[src/rtl/oaht_pkg.sv]
// shared types, widths and status codes of the open-addressing hash table
package oaht_pkg;

    localparam int KEY_W         = 64;
    localparam int VAL_W         = 64;
    localparam int STATUS_W      = 3;
    localparam int OCC_W         = 5;
    localparam int SLOTS_DEFAULT = 16;

    // operation codes
    localparam logic OP_INSERT = 1'b0;
    localparam logic OP_LOOKUP = 1'b1;

    // result status codes
    localparam logic [STATUS_W-1:0] ST_NEW       = 3'd0;
    localparam logic [STATUS_W-1:0] ST_UPDATED   = 3'd1;
    localparam logic [STATUS_W-1:0] ST_FOUND     = 3'd2;
    localparam logic [STATUS_W-1:0] ST_NOT_FOUND = 3'd3;
    localparam logic [STATUS_W-1:0] ST_FULL      = 3'd4;

    // request transaction
    typedef struct packed {
        logic             op;
        logic [KEY_W-1:0] key;
        logic [VAL_W-1:0] value_in;
    } in_t;

    // response transaction
    typedef struct packed {
        logic [STATUS_W-1:0] status;
        logic [VAL_W-1:0]    value_out;
        logic [OCC_W-1:0]    occupied;
    } out_t;

    // one table slot as held in memory
    typedef struct packed {
        logic [KEY_W-1:0] key;
        logic [VAL_W-1:0] value;
    } slot_t;

endpackage

[src/rtl/oaht_ram.sv]
// generic single-write, single-read ram with registered read data
module oaht_ram #(
    parameter int WIDTH = 8,
    parameter int DEPTH = 16
) (
    input  logic                                     aclk,
    input  logic                                     wr_en,
    input  logic [(DEPTH > 1 ? $clog2(DEPTH) : 1)-1:0] wr_addr,
    input  logic [WIDTH-1:0]                         wr_data,
    input  logic                                     rd_en,
    input  logic [(DEPTH > 1 ? $clog2(DEPTH) : 1)-1:0] rd_addr,
    output logic [WIDTH-1:0]                         rd_data
);

    logic [WIDTH-1:0] mem [DEPTH];

    // write port
    always_ff @(posedge aclk) begin
        if (wr_en) begin
            mem[wr_addr] <= wr_data;
        end
    end

    // registered read port
    always_ff @(posedge aclk) begin
        if (rd_en) begin
            rd_data <= mem[rd_addr];
        end
    end

endmodule

[src/rtl/oaht_mod.sv]
// home slot unit: key modulo the slot count, a mask or a folded reciprocal remainder
module oaht_mod #(
    parameter int SLOTS = oaht_pkg::SLOTS_DEFAULT
) (
    input  logic                                     aclk,
    input  logic                                     aresetn,
    input  logic                                     start,
    input  logic [oaht_pkg::KEY_W-1:0]               key,
    output logic                                     done,
    output logic [(SLOTS > 1 ? $clog2(SLOTS) : 1)-1:0] rem
);

    localparam int IW      = (SLOTS > 1) ? $clog2(SLOTS) : 1;
    localparam bit IS_POW2 = ((SLOTS & (SLOTS - 1)) == 0);

    generate
        if (IS_POW2) begin : g_mask
            logic          done_reg;
            logic [IW-1:0] rem_reg;

            // power of two: remainder is the low key bits
            always_ff @(posedge aclk) begin
                if (!aresetn) begin
                    done_reg <= 1'b0;
                end else begin
                    done_reg <= start;
                end
            end

            always_ff @(posedge aclk) begin
                if (start) begin
                    rem_reg <= key[IW-1:0];
                end
            end

            assign done = done_reg;
            assign rem  = rem_reg;
        end else begin : g_fold
            localparam int FOLDS = oaht_pkg::KEY_W / 8;
            localparam int PW    = 24;
            localparam int XW    = PW + $clog2(FOLDS);
            localparam int SHIFT = XW + IW;
            localparam logic [XW:0]   RECIP   = (XW + 1)'((64'd1 << SHIFT) / 64'(SLOTS));
            localparam logic [XW-1:0] SLOTS_X = XW'(SLOTS);

            logic [PW-1:0]  prod [FOLDS];
            logic [PW-1:0]  prod_reg [FOLDS];
            logic [XW-1:0]  sum_next;
            logic [XW-1:0]  sum_reg;
            logic [2*XW:0]  scaled;
            logic [XW-1:0]  q_reg;
            logic [XW-1:0]  diff;
            logic [IW-1:0]  rem_next;
            logic [IW-1:0]  rem_reg;
            logic           prod_vld_reg;
            logic           sum_vld_reg;
            logic           q_vld_reg;
            logic           done_reg;

            // fold: each key byte times its weight 2^(8k) mod SLOTS
            for (genvar g = 0; g < FOLDS; g++) begin : g_prod
                localparam logic [15:0] WEIGHT = 16'((64'd1 << (8 * g)) % 64'(SLOTS));
                assign prod[g] = {16'd0, key[8*g +: 8]} * {8'd0, WEIGHT};
            end

            // sum of the folded bytes, congruent to the key
            always_comb begin
                sum_next = '0;
                for (int j = 0; j < FOLDS; j++) begin
                    sum_next = sum_next + XW'(prod_reg[j]);
                end
            end

            // reciprocal quotient is low by at most one, one subtract fixes it
            assign scaled   = (2 * XW + 1)'(sum_reg) * (2 * XW + 1)'(RECIP);
            assign diff     = sum_reg - XW'(q_reg * SLOTS_X);
            assign rem_next = (diff >= SLOTS_X) ? IW'(diff - SLOTS_X) : IW'(diff);

            // stage valids
            always_ff @(posedge aclk) begin
                if (!aresetn) begin
                    prod_vld_reg <= 1'b0;
                    sum_vld_reg  <= 1'b0;
                    q_vld_reg    <= 1'b0;
                    done_reg     <= 1'b0;
                end else begin
                    prod_vld_reg <= start;
                    sum_vld_reg  <= prod_vld_reg;
                    q_vld_reg    <= sum_vld_reg;
                    done_reg     <= q_vld_reg;
                end
            end

            // datapath
            always_ff @(posedge aclk) begin
                if (start) begin
                    prod_reg <= prod;
                end
                if (prod_vld_reg) begin
                    sum_reg <= sum_next;
                end
                if (sum_vld_reg) begin
                    q_reg <= XW'(scaled >> SHIFT);
                end
                if (q_vld_reg) begin
                    rem_reg <= rem_next;
                end
            end

            assign done = done_reg;
            assign rem  = rem_reg;
        end
    endgenerate

endmodule

[src/rtl/open_address_hash_table_unit.sv]
// top level: open-addressing hash table with quadratic probing
//
//  channel  | ports                          | moves
//  ---------+--------------------------------+------------------------------------
//  request  | s_valid s_ready s_data         | op, key, value_in
//  response | m_valid m_ready m_data         | status, value_out, occupied
//  config   | cfg_valid cfg_ready cfg_data   | zero key substitute, always ready
//
//  one transaction at a time; a full insert or a lookup on an empty table skips
//  hash and probe, others probe 1 to SLOTS slots after the hash,
//  one per cycle from the slot ram with the next read issued while checking.
//  hash waits on a mask register for power-of-two SLOTS, else on the folded unit.
//  after reset a clearing pass writes empty keys to every slot, s_ready low.
//  a held response does not block the next request from being taken.
module open_address_hash_table_unit #(
    parameter int SLOTS = oaht_pkg::SLOTS_DEFAULT
) (
    input  logic                       aclk,
    input  logic                       aresetn,
    input  logic                       s_valid,
    output logic                       s_ready,
    input  oaht_pkg::in_t              s_data,
    output logic                       m_valid,
    input  logic                       m_ready,
    output oaht_pkg::out_t             m_data,
    input  logic                       cfg_valid,
    output logic                       cfg_ready,
    input  logic [oaht_pkg::KEY_W-1:0] cfg_data
);

    localparam int IW = (SLOTS > 1) ? $clog2(SLOTS) : 1;
    localparam int CW = $clog2(SLOTS + 1);
    localparam logic [IW:0]   SLOTS_W    = (IW + 1)'(SLOTS);
    localparam logic [CW-1:0] SLOTS_C    = CW'(SLOTS);
    localparam logic [IW-1:0] LAST_SLOT  = IW'(SLOTS - 1);

    typedef enum logic [4:0] {
        S_CLEAR = 5'b00001,
        S_IDLE  = 5'b00010,
        S_HASH  = 5'b00100,
        S_PROBE = 5'b01000,
        S_DONE  = 5'b10000
    } state_t;

    state_t                     state_reg, state_next;
    logic [oaht_pkg::KEY_W-1:0] subst_reg;
    logic [CW-1:0]              count_reg, count_next;
    logic [IW-1:0]              clr_reg, clr_next;
    logic [IW-1:0]              idx_reg, idx_next;
    logic [IW-1:0]              pos_reg, pos_next;
    logic [IW-1:0]              sq_reg, sq_next;
    logic [IW-1:0]              odd_reg, odd_next;
    logic                       op_reg;
    logic [oaht_pkg::KEY_W-1:0] key_reg;
    logic [oaht_pkg::VAL_W-1:0] val_reg;
    oaht_pkg::out_t             res_reg, res_next;
    logic                       m_valid_reg, m_valid_next;
    oaht_pkg::out_t             m_data_reg, m_data_next;

    logic                       accept;
    logic [oaht_pkg::KEY_W-1:0] eff_key;
    logic                       mod_start;
    logic                       mod_done;
    logic [IW-1:0]              mod_rem;

    logic                       ram_we;
    logic [IW-1:0]              ram_waddr;
    oaht_pkg::slot_t            ram_wdata;
    logic                       ram_re;
    logic [IW-1:0]              ram_raddr;
    oaht_pkg::slot_t            rd_slot;

    logic [IW:0]                pos_sum, sq_sum, odd_sum;
    logic [IW-1:0]              pos_step, sq_step, odd_step;
    logic                       slot_hit, slot_empty, ins_new;
    logic [CW+oaht_pkg::OCC_W-1:0] occ_ext;

    assign accept    = s_valid && s_ready;
    assign s_ready   = (state_reg == S_IDLE);
    assign cfg_ready = 1'b1;
    assign m_valid   = m_valid_reg;
    assign m_data    = m_data_reg;

    // zero key stands for the substitute, never zero itself
    assign eff_key = (s_data.key != '0) ? s_data.key :
                     ((subst_reg != '0) ? subst_reg : oaht_pkg::KEY_W'(1));

    // quadratic probe step: pos + i*i and the running square, all mod SLOTS
    assign pos_sum  = {1'b0, pos_reg} + {1'b0, sq_reg};
    assign sq_sum   = {1'b0, sq_reg} + {1'b0, odd_reg};
    assign odd_sum  = {1'b0, odd_reg} + (IW + 1)'(2);
    assign pos_step = (pos_sum >= SLOTS_W) ? IW'(pos_sum - SLOTS_W) : pos_sum[IW-1:0];
    assign sq_step  = (sq_sum >= SLOTS_W) ? IW'(sq_sum - SLOTS_W) : sq_sum[IW-1:0];
    assign odd_step = (odd_sum >= SLOTS_W) ? IW'(odd_sum - SLOTS_W) : odd_sum[IW-1:0];

    // slot compare on the data read last cycle
    assign slot_hit   = (rd_slot.key == key_reg);
    assign slot_empty = (rd_slot.key == '0);
    assign ins_new    = (state_reg == S_PROBE) && (op_reg == oaht_pkg::OP_INSERT) &&
                        slot_empty;

    // occupancy reported on five bits
    assign occ_ext = (CW + oaht_pkg::OCC_W)'(count_next);

    oaht_mod #(
        .SLOTS (SLOTS)
    ) u_mod (
        .aclk    (aclk),
        .aresetn (aresetn),
        .start   (mod_start),
        .key     (eff_key),
        .done    (mod_done),
        .rem     (mod_rem)
    );

    oaht_ram #(
        .WIDTH ($bits(oaht_pkg::slot_t)),
        .DEPTH (SLOTS)
    ) u_slots (
        .aclk    (aclk),
        .wr_en   (ram_we),
        .wr_addr (ram_waddr),
        .wr_data (ram_wdata),
        .rd_en   (ram_re),
        .rd_addr (ram_raddr),
        .rd_data (rd_slot)
    );

    // sequencer
    always_comb begin
        state_next   = state_reg;
        count_next   = count_reg;
        clr_next     = clr_reg;
        idx_next     = idx_reg;
        pos_next     = pos_reg;
        sq_next      = sq_reg;
        odd_next     = odd_reg;
        res_next     = res_reg;
        m_valid_next = m_valid_reg && !m_ready;
        m_data_next  = m_data_reg;
        mod_start    = 1'b0;
        ram_we       = 1'b0;
        ram_waddr    = pos_reg;
        ram_wdata    = '{key: key_reg, value: val_reg};
        ram_re       = 1'b0;
        ram_raddr    = pos_step;

        case (state_reg)
            S_CLEAR: begin
                ram_we    = 1'b1;
                ram_waddr = clr_reg;
                ram_wdata = '0;
                clr_next  = clr_reg + 1'b1;
                if (clr_reg == LAST_SLOT) begin
                    state_next = S_IDLE;
                end
            end
            S_IDLE: begin
                if (accept) begin
                    res_next.value_out = '0;
                    res_next.occupied  = occ_ext[oaht_pkg::OCC_W-1:0];
                    if (s_data.op == oaht_pkg::OP_INSERT && count_reg >= SLOTS_C) begin
                        res_next.status = oaht_pkg::ST_FULL;
                        state_next      = S_DONE;
                    end else if (s_data.op == oaht_pkg::OP_LOOKUP && count_reg == '0) begin
                        res_next.status = oaht_pkg::ST_NOT_FOUND;
                        state_next      = S_DONE;
                    end else begin
                        mod_start  = 1'b1;
                        state_next = S_HASH;
                    end
                end
            end
            S_HASH: begin
                if (mod_done) begin
                    ram_re     = 1'b1;
                    ram_raddr  = mod_rem;
                    pos_next   = mod_rem;
                    sq_next    = '0;
                    odd_next   = IW'(1);
                    idx_next   = '0;
                    state_next = S_PROBE;
                end
            end
            S_PROBE: begin
                // next probe read goes out while this slot is checked
                ram_re             = 1'b1;
                res_next.value_out = '0;
                if (ins_new) begin
                    ram_we          = 1'b1;
                    count_next      = count_reg + 1'b1;
                    res_next.status = oaht_pkg::ST_NEW;
                    state_next      = S_DONE;
                end else if (op_reg == oaht_pkg::OP_INSERT && slot_hit) begin
                    ram_we          = 1'b1;
                    res_next.status = oaht_pkg::ST_UPDATED;
                    state_next      = S_DONE;
                end else if (op_reg == oaht_pkg::OP_LOOKUP && slot_hit) begin
                    res_next.status    = oaht_pkg::ST_FOUND;
                    res_next.value_out = rd_slot.value;
                    state_next         = S_DONE;
                end else if (idx_reg == LAST_SLOT) begin
                    res_next.status = (op_reg == oaht_pkg::OP_INSERT) ?
                                      oaht_pkg::ST_FULL : oaht_pkg::ST_NOT_FOUND;
                    state_next      = S_DONE;
                end else begin
                    pos_next = pos_step;
                    sq_next  = sq_step;
                    odd_next = odd_step;
                    idx_next = idx_reg + 1'b1;
                end
                res_next.occupied = occ_ext[oaht_pkg::OCC_W-1:0];
            end
            S_DONE: begin
                if (!m_valid_reg || m_ready) begin
                    m_valid_next = 1'b1;
                    m_data_next  = res_reg;
                    state_next   = S_IDLE;
                end
            end
            default: begin
                state_next = S_CLEAR;
            end
        endcase
    end

    // control registers
    always_ff @(posedge aclk) begin
        if (!aresetn) begin
            state_reg   <= S_CLEAR;
            count_reg   <= '0;
            clr_reg     <= '0;
            idx_reg     <= '0;
            m_valid_reg <= 1'b0;
            subst_reg   <= oaht_pkg::KEY_W'(1);
        end else begin
            state_reg   <= state_next;
            count_reg   <= count_next;
            clr_reg     <= clr_next;
            idx_reg     <= idx_next;
            m_valid_reg <= m_valid_next;
            if (cfg_valid && cfg_ready) begin
                subst_reg <= cfg_data;
            end
        end
    end

    // payload registers
    always_ff @(posedge aclk) begin
        if (accept) begin
            op_reg  <= s_data.op;
            key_reg <= eff_key;
            val_reg <= s_data.value_in;
        end
        pos_reg    <= pos_next;
        sq_reg     <= sq_next;
        odd_reg    <= odd_next;
        res_reg    <= res_next;
        m_data_reg <= m_data_next;
    end

    // occupancy never passes capacity
    a_count_bound: assert property (@(posedge aclk) disable iff (!aresetn)
        count_reg <= SLOTS_C)
        else $error("entry count above slot count");

    // remainder only completes while waiting for it
    a_mod_done_hash: assert property (@(posedge aclk) disable iff (!aresetn)
        mod_done |-> (state_reg == S_HASH))
        else $error("home slot ready outside hash wait");

    // a new insert adds exactly one entry
    a_new_counts: assert property (@(posedge aclk) disable iff (!aresetn)
        ins_new |=> (count_reg == CW'($past(count_reg) + 1'b1)))
        else $error("new insert did not bump the entry count");

    // requests are held off during the clearing pass
    a_clear_blocks: assert property (@(posedge aclk) disable iff (!aresetn)
        (state_reg == S_CLEAR) |-> !s_ready)
        else $error("request taken while slots are being cleared");

    // slot writes only during clearing or a resolving probe
    a_write_window: assert property (@(posedge aclk) disable iff (!aresetn)
        ram_we |-> (state_reg == S_CLEAR || state_reg == S_PROBE))
        else $error("slot write outside clear or probe");

endmodule
[config.mk]
export PLATFORM = sky130hd
export DESIGN_NAME = open_address_hash_table_unit
export DESIGN_NICKNAME = d
export VERILOG_FILES = /design/src/rtl/oaht_pkg.sv /design/src/rtl/oaht_ram.sv /design/src/rtl/oaht_mod.sv /design/src/rtl/open_address_hash_table_unit.sv
export SDC_FILE = /design/constraint.sdc
export NUM_CORES = 2
export LEC_CHECK = 0
export BUFFER_PORTS_ARGS = -buffer_cell sky130_fd_sc_hd__buf_2
export CORE_ASPECT_RATIO = 2
export CORE_MARGIN = 8
export CORE_UTILIZATION = 55
export DETAILED_ROUTE_END_ITERATION = 6
export PLACE_DENSITY = 0.72
export SETUP_SLACK_MARGIN = 0.15
export SKIP_LAST_GASP = 1
export SLEW_MARGIN = 20
export SYNTH_ARGS = -nofsm -noshare
export SYNTH_HDL_FRONTEND = slang
export SYNTH_SLANG_ARGS = --single-unit
[constraint.sdc]
create_clock -name aclk -period 10.8 [get_ports aclk]
set_input_delay 0 -clock aclk [delete_from_list [all_inputs] [get_ports aclk]]
set_output_delay 0 -clock aclk [all_outputs]
set_load 0.02 [all_outputs]
* Word level (Yosys, flattened, before mapping) *
Memories as Yosys holds them, arrays and structs flattened. A register that Yosys moved wholly into a read port is not among the register bits.
Index checks and enable logic that the tools add are counted.

storage, ports and cells
  bits in read-only memories = 0
  bits in registers = 373
  input bits = 198
  memories = 1
  bits in latches = 0
  memory bits (writable) = 2048
  logic and storage cells = 146

cells by class
  shift operators = 0
  div/mod/pow operators = 0
  multiplexer cells = 70
  equal/unequal tests = 18
  reduce and logical (&&, ||, !) cells = 22
  bitwise gates (word level) = 2
  $mul = 0
  $add $sub $neg = 9
  $lt $le $gt $ge = 4

memory list
  name         words  width  read ports  clocked after Yosys merged registers in  wr ports  RTL line        text
  u_slots.mem  16     128    1           1                                        1         oaht_ram.sv:15  logic [WIDTH-1:0] mem [DEPTH];

operators with widths
  kind                   number
  $mux W64               5
  $pmux W72 S2           1
  $mux W128              1
  $reduce_bool A64 Y1    2
  $mux W4                25
  $mux W72               1
  $eq A64 B64 Y1         1
  $logic_not A64 Y1      1
  $mux W5                12
  $pmux W4 S2            4
  $pmux W5 S5            1
  $mux W3                7
  $ge A5 B5 Y1 const B   4
  $ne A2 B2 Y1 const B   6
  $sub A4 B1 Y4 const B  3
  $mux W1                11
  $add A4 B4 Y5          2
  $add A4 B1 Y4 const B  2
  $eq A4 B4 Y1 const B   2
  $logic_and A1 B1 Y1    8
  $reduce_and A6 Y1      1
  $add A4 B2 Y5 const B  1
  $add A5 B1 Y5 const B  1
  $eq A5 B1 Y1 const B   1
  other kinds (16)       22

* Logic depth before layout (Yosys ltp) *
  depth after elaboration = 8
  depth in mapped cells = 12
  gate-level depth less buffers = 11

* Hierarchy *
From an unflattened synthesis, not the netlist that was laid out.

second synthesis, totals
  cells, all modules = 4491
  area, all modules = 96074.6 µm²

by module, submodules not included
  module                        area each (µm²)  sequential area each (µm²)  cells each  instances
  oaht_ram                      80612.3          65342.7                     3365        1
  open_address_hash_table_unit  15315.9          10189.8                     1120        1
  oaht_mod                      146.4            140.1                       6           1

* Worst setup path after synthesis *
OpenSTA, ideal clock, no wires.

  path type = register to register
  start point = register state_reg[0]
  end point = memory u_slots.mem[0][0] (netlist name), enable pin
  data required time = 10.183 ns
  arrival = 7.067 ns
  period minus slack after synthesis = 7.684 ns
  slack = 3.116 ns
  buffers on the path = 2
  stages on the path, launching flop included = 8
  library setup time = 0.617 ns
  cell sequence = dfxtp_1 > buf_2 > nor3_4 > clkbuf_1 > nand3b_1 > or3_1 > o32a_1 > nor2_1

on the way
  longest elaborated chain between the ends = 7

RTL lines
  element                            RTL line                                                                 text
  start: declaration                 open_address_hash_table_unit.sv:45                                       state_t state_reg, state_next;
  start signal: assignment           open_address_hash_table_unit.sv:237                                      state_reg <= state_next;
  $eq A5 B4 Y1                       open_address_hash_table_unit.sv:99, open_address_hash_table_unit.sv:148
  $logic_and A1 B1 Y1 (2 in series)  open_address_hash_table_unit.sv:99                                       assign ins_new = (state_reg == S_PROBE) && (op_reg == oaht_pkg::OP_INSERT) &&
  $mux W1                            open_address_hash_table_unit.sv:189                                      if (ins_new) begin
  $pmux W1 S2                        open_address_hash_table_unit.sv:148                                      case (state_reg)
  $mux W1                            oaht_ram.sv:19                                                           if (wr_en) begin
  $mux W1 (not written as such)      oaht_ram.sv:20                                                           mem[wr_addr] <= wr_data;
  end: declaration                   oaht_ram.sv:15

Parallel ways exist; a longest one is shown, timed or not.

* Worst setup path after layout *
  start point = register u_slots.rd_data[120], read port of u_slots.mem
  end point = memory u_slots.mem[10][23] (netlist name), enable pin

on the way
  longest elaborated chain between the ends = 7

RTL lines
  element                            RTL line                             text
  start: declaration                 oaht_ram.sv:12                       output logic [WIDTH-1:0] rd_data
  $eq A64 B64 Y1                     open_address_hash_table_unit.sv:97   assign slot_hit = (rd_slot.key == key_reg);
  $logic_and A1 B1 Y1                open_address_hash_table_unit.sv:194  end else if (op_reg == oaht_pkg::OP_INSERT && slot_hit) begin
  $mux W1                            open_address_hash_table_unit.sv:194
  $mux W1 (*)                        open_address_hash_table_unit.sv:189
  $pmux W1 S2 (*)                    open_address_hash_table_unit.sv:148
  $mux W1 (*)                        oaht_ram.sv:19
  $mux W1 (not written as such) (*)  oaht_ram.sv:20

Mark *: on every way between the ends. The rest lies on a longest branch, timed or not.

==> results.yml <==
synthesis:
  synth_sequential_area_ratio: 0.7629
  yosys_most_used_dff: "edfxtp_1"
  synth_cells: 6095
  syn-mean-instance-area_um2: 16.28
  syn-cell-area_mm2: 0.09920
  yosys.area.top_type: "edfxtp_1"
  ys_types: 81
  synth_top_family_by_area: "compound AO/OA/AOI/OAI gates"
  synth-simple-area-share: 0.05834
  synth_compound_gate_area_share: 0.1025
  synth_xor_xnor_area_share: 0.007063
  ys_async_sr_fraction: 0
  post_synth_fa_ha_maj_area_fraction: 0.002043
  yosys_register_bits: 2548
  postSynthNetCount: 6308
  synthTopCellsByArea: "edfxtp_1 (75%), mux2i_1 (4.4%), a221oi_1 (2.5%)"
  yosys.area.top_type_share: 0.7459
  synth-edff-count: 2464
  synth_mux_area_frac: 0.04791
  yosysWarningCount: 0
pwr:
  pwr-share-seq: 0.566
  switching_share: 0.2227
  total_power_mw: 20.94
  comb_power_share: 0.063
  cellInternalPower_mw: 16.28
  total_switching_power_mw: 4.663
  clock_power_share: 0.371
  power.leakage_nw: 38.61
  ir_worst_vdd_mv: 0.1531
  power_per_cell_area_mw_per_mm2: 183.0
finish:
  reg_top3: "u_slots.mem: 2048 flops, u_slots.rd_data: 128 flops"
  max_ffs_per_register: 2048
  design_area_mm2: 0.1144
  final_nets: 6929
  fillers: 12451
  multi_input_area_mm2: 0.02198
  drive_above_1_share: 0.1156
  instances_no_fill: 9223
  largest_register: "u_slots.mem"
  seqCellArea_mm2: 0.07567
  area_delta_synth_final_pct: 15.33
sta:
  clock-skew-final_ps: 74.72
  setup_repair_after_global_routing_missed_its_margin: "no"
  worst_pin_slew_ps: 1229
  timing.fmax_mhz: 179.0
  setup-violations-final: 0
  post-route-min-period_ps: 5586
  final-max-slew-violation-count: 0
  timing.setup.tns_ps: 0
  hold_viol_final: 0
  layout_setup_ws_ps: 5214
  max-slew-margin-rel: 0.1809
  period_share: 0.5172
detailed_routing:
  postRouteAntennaNets: 0
  first_pass_iters: 6
  postRouteWirelength_um: 292100
  drtIter0Drc: 7377
  num_vias: 61453
  routedWlPerCell_um: 31.67
  route.detailed.drc: 0
  via_density_per_instance: 6.663
placed_design:
  io_buffers: 271
  preCtsSetupSlack_ps: 5360
  placed_cells: 8392
  finalWeightedCongestion: 0.9236
  hpwlAfterDp_um: 157900
  placement.cell_area_mm2: 0.1031
flow_run:
  drv_cap: 0
min_path:
  holdCritPathClass: "input port to register"
  hold-path-cell-count: 3
  hold_path_startpoint: "s_data[86]"
  hold_path_endpoint: "key_reg[22]"
cts:
  clock-root-buffer: "clkbuf_16"
  clock-sinks: 2548
  numCtsBuffers: 216
  postCtsSetupRepairBufs: 0
  ctsLongestPathBuffers: 4
  worst_skew_pair.late_latency_ps: 890
  cts.reportedPaths.clkPinSlew_ps: 60
  tritoncts: "yes"
  h_tree_level_count: 4
grt:
  antenna_found_initial: 13
  first_global_vias: 62689
  grt_start_max_net_pins: 157
  track_usage: 0.2925
  total_overflow_reported_by_the_global_router: 0
  grt_first_pass_wirelength_um: 418800
floorplan:
  std_cell_rows: 220
  i_o_pins: 273
  effective_utilization_at_floorplan: 0.5527
  die_width_um: 316.3
  coreArea_mm2: 0.1795
  floorplan.die_area_mm2: 0.1950
  fp.dieH_um: 616.6
critical_path:
  cp-startpoint: "u_slots.rd_data[120]"
  regToRegEndpoint: "u_slots.mem[10][23]"
  reg2reg_from: "u_slots.rd_data[120]"
  required_ps: 11250
  reg2reg_setup_slack_ps: 5210
  worstSetupStartpointType: "register"
  setup.worst_path.class: "register to register"
  worstPathMaxFanout: 33
  endpoint_kind: "register"
  worstRegToRegCells: 8
  worstPathArrival_ps: 6030
run_status:
  outcome: "finished clean"
## cells in the mapped netlist (all sizes together), types with 78 or more instances
cell type and instances:
buf 151, o21ai 190, a21oi 274, nor2b 78, and3 107, nand3 91, a32oi 123, a221oi 287
edfxtp 2464, dfxtp 84, a211oi 108, mux2i 432, and2 203, a31oi 89, clkbuf 280, nand2 408
## worst max-delay path, stage by stage (launching register included)
cell      delay (ps)
edfxtp_1         520
nor4_1           600
nand4_1          210
nor4_1           770
a21oi_1          320
o32a_1           390
nor2_4           960
buf_4            630
buf_4            660
## how the worst max path moves through the flow
| stage | end | slack [ps] | cells past startpoint |
|---|---|---|---|
| after CTS | u_slots.mem[10][23] | 5300 | 8 |
| after detailed placement | u_slots.mem[10][69] | 5360 | 8 |
| after global routing | u_slots.mem[10][23] | 5100 | 8 |
| final | u_slots.mem[10][23] | 5210 | 8 |
| after global placement | u_slots.mem[10][69] | 5330 | 8 |
| after floorplan | u_slots.mem[0][0] | 3120 | 7 |
## what timing repair did
item	CTS	global route
hold endpoints to repair	234	0
resized for setup	0	0
hold buffers	436	0
## metal layers
metal / vias up / global-route usage / part of all wire
met5: - / 0 / 0.00014
met2: 3857 / 0.5005 / 0.50
met3: 918 / 0.04835 / 0.086
met4: 6 / 0.1798 / 0.069
li1: 25636 / - / -
met1: 31036 / 0.3441 / 0.34
## layout make-up
cell class	count	share of cell area
tap	2331	0.02549
clock buffer	261	0.04992
sequential	2548	0.6614
inverter	21	0.0007327
clock inverter	119	0.01032
antenna	14	0.0003062
multi-input combinational	3095	0.1921
timing repair buffer	834	0.05970
## placed cells by master (no fill, tap or decap), drive strengths merged, types with 123 or more instances in the layout
master          n
edfxtp       2464
dlygate4sd3   436
mux2i         432
nand2         408
buf           398
a221oi        287
a21oi         274
clkbuf        261
and2          203
o21ai         190
a32oi         123
## power groups by stage
| stage | Sequential, mW | Clock, mW | Combinational, mW |
|---|---|---|---|
| 6_report | 11.9 | 7.76 | 1.32 |
| 5_1_grt | 11.9 | 8.14 | 1.38 |
| 4_1_cts | 11.8 | 7.82 | 1.30 |
| 3_5_place_dp | 12.1 | 0 | 1.17 |
| 3_3_place_gp | 12.0 | 0 | 1.15 |
| 2_1_floorplan | 12.1 | 0 | 0.586 |
## cell families after synthesis
| family | after synthesis |
|---|---|
| other | 1 |
| adder cells (fa/ha/maj) | 15 |
| AND/OR/NAND/NOR | 1109 |
| flip-flops | 2548 |
| buffers and inverters | 452 |
| multiplexers | 470 |
| XOR/XNOR | 80 |
| AO/OA/AOI/OAI | 1420 |
## stage by stage
step,hold WS (ps),utilization
final,30.06,0.6375
after global routing,41.32,0.6374
after CTS,2.310,0.6371
after detailed placement,178.1,0.5744
after global placement,178.0,0.5743
after floorplan,98.87,-
Power figures use the tool's default switching activity.
